<file path="config.mk">
export PLATFORM = sky130hd
export DESIGN_NAME = scpa_front
export DESIGN_NICKNAME = d
export VERILOG_FILES = /design/src/design/scpa_pkg.sv /design/src/design/scpa_front.sv
export SDC_FILE = /design/constraint.sdc
export NUM_CORES = 1
export LEC_CHECK = 0
export ABC_AREA = 0
export BUFFER_PORTS_ARGS = -buffer_cell sky130_fd_sc_hd__buf_4
export CAP_MARGIN = 40
export CORE_UTILIZATION = 40
export CTS_BUF_LIST = sky130_fd_sc_hd__clkbuf_8 sky130_fd_sc_hd__clkbuf_16
export DETAILED_ROUTE_END_ITERATION = 8
export SLEW_MARGIN = 10
export SYNTH_ARGS = -nofsm -noshare
export SYNTH_HDL_FRONTEND = slang
export SYNTH_SLANG_ARGS = --single-unit
</file>
<file path="constraint.sdc">
create_clock -name clk -period 2.4 [get_ports clk]
set_input_delay 0.24 -clock clk [delete_from_list [all_inputs] [get_ports clk]]
set_output_delay 0.24 -clock clk [all_outputs]
set_load 0.01 [all_outputs]
</file>
<file path="src/design/scpa_pkg.sv">
package scpa_pkg;

  // Pool geometry and size classes.
  localparam int POOL_BYTES   = 65536;
  localparam int CLASS_COUNT  = 12;
  localparam int HEADER_BYTES = 8;
  localparam int MIN_BLOCK    = 8;

  // Field widths.
  localparam int OFF_W  = 16;
  localparam int SIZE_W = 17;
  localparam int CLS_W  = $clog2(CLASS_COUNT);

  // Block header store: one entry per 8-byte granule of the pool.
  localparam int HDR_DEPTH = POOL_BYTES / 8;
  localparam int HDR_AW    = $clog2(HDR_DEPTH);
  localparam int HDR_W     = CLS_W + 1 + OFF_W;

  // Operation codes.
  localparam logic OP_ALLOC = 1'b0;
  localparam logic OP_FREE  = 1'b1;

  // Result status codes.
  typedef enum logic [1:0] {
    ST_OK        = 2'd0,
    ST_TOO_BIG   = 2'd1,
    ST_EXHAUSTED = 2'd2
  } status_t;

  // A classified request as it waits in the queue.
  typedef struct packed {
    logic             is_free;
    logic             too_big;
    logic             ignore;
    logic [CLS_W-1:0] cls;
    logic [OFF_W-1:0] free_start;
  } cmd_t;

  // One block header entry.
  typedef struct packed {
    logic [CLS_W-1:0] cls;
    logic             link_valid;
    logic [OFF_W-1:0] link;
  } hdr_t;

  // One free-list head.
  typedef struct packed {
    logic             valid;
    logic [OFF_W-1:0] start;
  } head_t;

  typedef struct packed {
    logic             ok;
    logic [CLS_W-1:0] cls;
  } cls_res_t;

  // Smallest class whose block holds the requested size.
  function automatic cls_res_t classify(input logic [OFF_W-1:0] req);
    cls_res_t r;
    r.ok  = 1'b0;
    r.cls = '0;
    for (int i = CLASS_COUNT - 1; i >= 0; i--) begin
      if (32'(req) <= (32'(MIN_BLOCK) << i)) begin
        r.ok  = 1'b1;
        r.cls = CLS_W'(i);
      end
    end
    return r;
  endfunction

  // Data bytes of a block of the given class.
  function automatic logic [SIZE_W-1:0] block_bytes(input logic [CLS_W-1:0] cls);
    return SIZE_W'(MIN_BLOCK) << cls;
  endfunction

endpackage

</file>
<file path="src/design/scpa_front.sv">
module scpa_front (
  input  logic                       clk,
  input  logic                       rst_n,
  input  logic                       start,
  output logic                       busy,
  input  logic                       in_op,
  input  logic [scpa_pkg::OFF_W-1:0] in_request_size,
  input  logic [scpa_pkg::OFF_W-1:0] in_free_offset,
  input  logic                       pop,
  output logic                       q_valid,
  output scpa_pkg::cmd_t             q_cmd
);
  import scpa_pkg::*;

  cmd_t       entry_r [2];
  logic       wptr_r, wptr_nxt;
  logic       rptr_r, rptr_nxt;
  logic [1:0] cnt_r, cnt_nxt;
  logic       push;
  cmd_t       cmd_c;
  cls_res_t   cls_c;

  // Classify the incoming request.
  always_comb begin
    cls_c            = classify(in_request_size);
    cmd_c.is_free    = (in_op == OP_FREE);
    cmd_c.too_big    = (in_op == OP_ALLOC) && !cls_c.ok;
    cmd_c.ignore     = (in_free_offset < OFF_W'(HEADER_BYTES));
    cmd_c.cls        = cls_c.cls;
    cmd_c.free_start = in_free_offset - OFF_W'(HEADER_BYTES);
  end

  // Two-entry queue toward the back end.
  assign busy    = (cnt_r == 2'd2);
  assign push    = start && !busy;
  assign q_valid = (cnt_r != 2'd0);
  assign q_cmd   = entry_r[rptr_r];

  always_comb begin
    wptr_nxt = wptr_r ^ push;
    rptr_nxt = rptr_r ^ pop;
    cnt_nxt  = cnt_r + 2'(push) - 2'(pop);
  end

  always_ff @(posedge clk) begin
    if (!rst_n) begin
      wptr_r <= 1'b0;
      rptr_r <= 1'b0;
      cnt_r  <= 2'd0;
    end else begin
      wptr_r <= wptr_nxt;
      rptr_r <= rptr_nxt;
      cnt_r  <= cnt_nxt;
    end
  end

  always_ff @(posedge clk) begin
    if (push) begin
      entry_r[wptr_r] <= cmd_c;
    end
  end

endmodule

</file>
# ---- After elaboration in Yosys (flattened, before gate mapping)
# Memories as Yosys holds them, arrays and structs flattened. A register that Yosys moved wholly into a read port is not among the register bits.
# Index checks and enable logic that the tools add are counted.
dict set report op_classes {
  mux 15
  eq_ne 1
  reduce_logical 5
  order_cmp 13
  n_addsub 3
  bitwise 3
}
# op count
set op_table {}
lappend op_table {{5-bit two-way mux} 12}
lappend op_table {{16-bit by 10-bit <= comparator with 1-bit output, second input constant} 1}
lappend op_table {{16-bit by 11-bit <= comparator with 1-bit output, second input constant} 1}
lappend op_table {{16-bit by 12-bit <= comparator with 1-bit output, second input constant} 1}
lappend op_table {{16-bit by 13-bit <= comparator with 1-bit output, second input constant} 1}
lappend op_table {{16-bit by 14-bit <= comparator with 1-bit output, second input constant} 1}
lappend op_table {{16-bit by 15-bit <= comparator with 1-bit output, second input constant} 1}
lappend op_table {{16-bit by 4-bit <= comparator with 1-bit output, second input constant} 1}
lappend op_table {{16-bit by 5-bit <= comparator with 1-bit output, second input constant} 1}
lappend op_table {{16-bit by 6-bit <= comparator with 1-bit output, second input constant} 1}
lappend op_table {{16-bit by 7-bit <= comparator with 1-bit output, second input constant} 1}
lappend op_table {{16-bit by 8-bit <= comparator with 1-bit output, second input constant} 1}
lappend op_table {{16-bit by 9-bit <= comparator with 1-bit output, second input constant} 1}
lappend op_table {{16-bit by 4-bit less-than comparator with 1-bit output, second input constant} 1}
lappend op_table {{16-bit by 4-bit subtractor with 16-bit output, second input constant} 1}
lappend op_table {{1-bit two-way mux} 3}
lappend op_table {{2-bit by 1-bit adder with 2-bit output} 1}
lappend op_table {{2-bit equality test, second input constant} 1}
lappend op_table {{1-bit logical AND} 2}
lappend op_table {{1-bit logical NOT} 2}
lappend op_table {{2-bit nonzero test} 1}
lappend op_table {{2-bit by 1-bit subtractor with 2-bit output} 1}
lappend op_table {{1-bit XOR} 2}
lappend op_table {{1-bit inverter} 1}
dict set report totals {
  memories 1
  register_bits 4
  output_inout_bits 25
  ramBits 46
  wordCells 44
  in_bits 37
}
# memory depth word_bits read_ports rd_clocked_by_memory_dff write_ports line
set mem_list {}
lappend mem_list {entry_r 2 23 1 1 1 scpa_front.sv:15} ;# cmd_t entry_r [2];

# ---- Depth between registers and ports, before layout
dict set report logic_depth {
  word_depth 15
  mapped_depth 8
  mapped_depth_nobuf 8
}

# ---- Least setup slack after synthesis
# OpenSTA, ideal clock, no wires.
dict set report synth_timing {
  path_type {input to register}
  start {in in_request_size[10] in the netlist's numbering}
  end {mem entry_r[0][16] in the netlist's numbering (data pin)}
  stages 5
  setup_time_ns 0.265
  slack_ns 0.584
  arrival_time_ns 1.551
  required_ns 2.135
  n_path_buf 0
  path_cell_list {or4_1 or2_1 a2111oi_2 nor3_1 o311a_1}
}
# element line
set synth_lines {}
lappend synth_lines {{start: declaration} scpa_front.sv:7} ;# input logic [scpa_pkg::OFF_W-1:0] in_request_size,
lappend synth_lines {{end: declaration} scpa_front.sv:15}

==> metrics.md <==
| Metric | Value |
|---|---|
| Top sig layer | `met4` |
| Initial Utilization | `42.70%` |
| Slew headroom | `67.16%` |
| Die width | `79.84 um` |
| Clock Path Buffers | `2` |
| Total power | `2.338 mW` |
| Post-synthesis adder-cell area fraction | `2.581%` |
| First-pass GRT wire length | `6996 um` |
| GRT overflow | `0` |
| Worst hold path type | `input port to register` |
| Port Buffer Count | `61` |
| DRC viols | `0` |
| Period utilization | `77.80%` |
| Htree depth | `2` |
| Final setup viols | `0` |
| Buffer count from post-CTS setup fixing | `0` |
| Synth Register Bits | `51` |
| Largest net degree at the start of global routing | `24` |
| Metal-1 WL | `2027 um` |
| Mux cell area share after synthesis | `11.51%` |
| Via-to-Cell Ratio | `5.125` |
| Drt first-iter violations | `74` |
| Setup Total Neg Slack | `0 ps` |
| Simple-gate area share of the yosys netlist | `12.80%` |
| Worst slew pin tran | `488.1 ps` |
| Area delta synth->final | `27.98%` |
| Met2 WL post-DR | `2129 um` |
| Power per cell area | `753.9 nW/um2` |
| Drt first pass iters | `4` |
| Fin. max-slew vios | `0` |
| Via count | `1645` |
| Syn Area/Cell | `13.54 um2` |
| Die height | `79.84 um` |
| Worst vdd ir | `0.0004265 V` |
| Nets | `290` |
| Cell row count | `27` |
| Avg WL per Cell | `13.76 um` |
| Post-synthesis compound-gate area fraction | `5.937%` |
| CTS clk-pin slew, worst paths | `90 ps` |
| Final Skew | `6.013 ps` |
| I/O Pins | `62` |
| Final ANT Viol Nets | `0` |
| Met3 routed WL | `217 um` |
| Critical-path top delay cell | `dfxtp_1` |
| Crit path top cell by count | `buf_4` |
| Crit path max fanout | `18` |
| Clk Latency, worst-skew pair | `300 ps` |
| RSZ-0062 raised after global routing | `false` |
| CTS Buf Count | `5` |
| Top post-synthesis cells by area | `edfxtp_1 (57%), mux2_2 (11%), dfxtp_1 (4.1%)` |
| Ratio of cells with drive above 1 in the final layout | `41.37%` |
| Mapped Cells | `179` |
| Routability cong. | `0.7708` |
| Area fraction of the dominant cell type after synthesis | `57.00%` |
| Die footprint | `6374 um2` |
| CTS tree | `yes` |
| CP endpoint kind | `output pin` |
| Xor/xnor share of the synthesized area | `4.337%` |
| Max-cap viol count | `0` |
| Fin crit period | `1867 ps` |
| Crit path DAT | `1630 ps` |
| Number of warning messages in the yosys log | `0` |
| Worst EP required | `2160 ps` |
| Sequence of cells on the critical path | `buf_4, mux2_2, buf_4` |
| CORE AREA | `5675 um2` |
| Ant. Diodes | `0` |
| F_max | `535.6 MHz` |
| Post-route cell area | `3102 um2` |
| Detailed Place HPWL | `3254 um` |
| Final wirelength | `4418 um` |
| CTS root buf | `clkbuf_8` |
| Seq/Total Area, Yosys | `61.13%` |
| Antenna violations before repair | `0` |
| Clock Sinks | `51` |
| Unique masters post-synth | `39` |
| Worst setup SP type | `register` |
| Status | `completed` |
| Syn nets | `221` |
| Hold Buf Count CTS | `0` |
| Worst path max stage delay | `470 ps` |
| Final Hold Violating Endpoints | `0` |
| Gr usage total | `14.45%` |
| Largest area contributor in the netlist | `edfxtp_1` |
| Main combinational cell family by area after synthesis | `simple AND/OR/NAND/NOR gates` |
| Fillcell total | `489` |
| Leak pwr | `1.183 nW` |
| Crit path kind | `register to output pin` |
| PostCTS Resize Cnt | `0` |
| Mapped cell area | `2424 um2` |
| DP Area | `2987 um2` |
| Vias in the first global route | `1554` |
## placed cells by master (no fill, tap or decap), drive strengths merged, types with 4 or more instances in the layout
cell,instances
buf,64
edfxtp,46
mux2,23
nor2,13
nand2,10
inv,10
nor3,8
xor2,7
a21oi,5
and2,5
xnor2,5
ha,5
dfxtp,5
clkbuf,5
or4,5
nor4,4
o21ai,4
## cell type report
type,instances,area [um2],area share [%]
sequential,51,1481,47.76
timing repair buffer,64,480.5,15.49
clock inverter,3,46.29,1.493
multi-input combinational,117,900.9,29.04
clock buffer,5,68.82,2.219
inverter,9,33.78,1.089
tap,72,90.09,2.904
## cell usage after synthesis
library cell and number:
a2111oi_2 1, a211oi_1 2, a21oi_1 5, a221oi_1 1, a311oi_1 1, a41oi_1 1, and2_1 5, buf_1 1
clkbuf_1 1, dfxtp_1 5, edfxtp_1 46, ha_1 5, inv_1 9, mux2_2 23, mux2i_1 2, nand2_1 10
nand2b_1 3, nand3_1 1, nor2_1 12, nor2_4 1, nor2b_1 1, nor3_1 7, nor3_2 1, nor4_1 4
nor4b_1 1, o21ai_0 3, o21ai_1 1, o311a_1 1, o31ai_1 2, o32ai_1 1, o41ai_1 1, or2_1 1
or2_2 1, or2_4 1, or3_1 1, or4_1 2, or4_4 3, xnor2_1 5, xor2_1 7
## critical path: cells and delay by family (launching register included)
kind,cells,cell delay (ps)
flops,1,470
mux,1,390
buf+inv,2,470
## worst paths after layout
path | end | cells past startpoint | slack [ps] | start
worst max-delay path | q_cmd[9] | 3 | 530 | register
worst min-delay path | entry_r[0][2] | 1 | 120 | in_free_offset[2]
worst max register to register | cnt_r[1] | 8 | 850 | cnt_r[0]
worst min register to register | wptr_r | 3 | 570 | wptr_r
## per-stage QoR
stage | utilization, % | setup slack (ps) | hold slack [ps] | instances
finish | 54.65 | 532.9 | 120.4 | 321
global route | 54.65 | 415.1 | 91.94 | 321
CTS | 54.65 | 486.2 | 108.9 | 321
detailed placement | 52.62 | 363.8 | 429.9 | 313
global placement | 52.62 | 359.7 | 425.7 | 313
floorplan | - | 584.3 | 338.9 | 179
## routing by layer
metal	track usage (%)	vias up
met4	4.107	0
met1	18.16	789
li1	-	812
met2	24.27	38
met5	0	-
met3	4.000	6
## sequential cells by signal, summed over array words and instances (netlist names), named ones only
name and flops:
wptr_r 1, rptr_r 1, cnt_r 2, entry_r 46
## report_power, final
group	internal [mW]	switching [mW]	total [mW]
clock network	0.314	0.282	0.596
registers	1.14	0.0397	1.18
logic	0.291	0.276	0.567
## kinds of logic (layout without fill, tap and decap cells)
| logic type | count (synthesis) | after routing |
|---|---|---|
| compound gates | 20 | 20 |
| xor+xnor | 12 | 12 |
| fa+ha+maj | 5 | 5 |
| buf+inv | 11 | 81 |
| flops | 51 | 51 |
| mux | 25 | 25 |
| simple gates | 55 | 55 |
(Power assumes the default switching activity.)
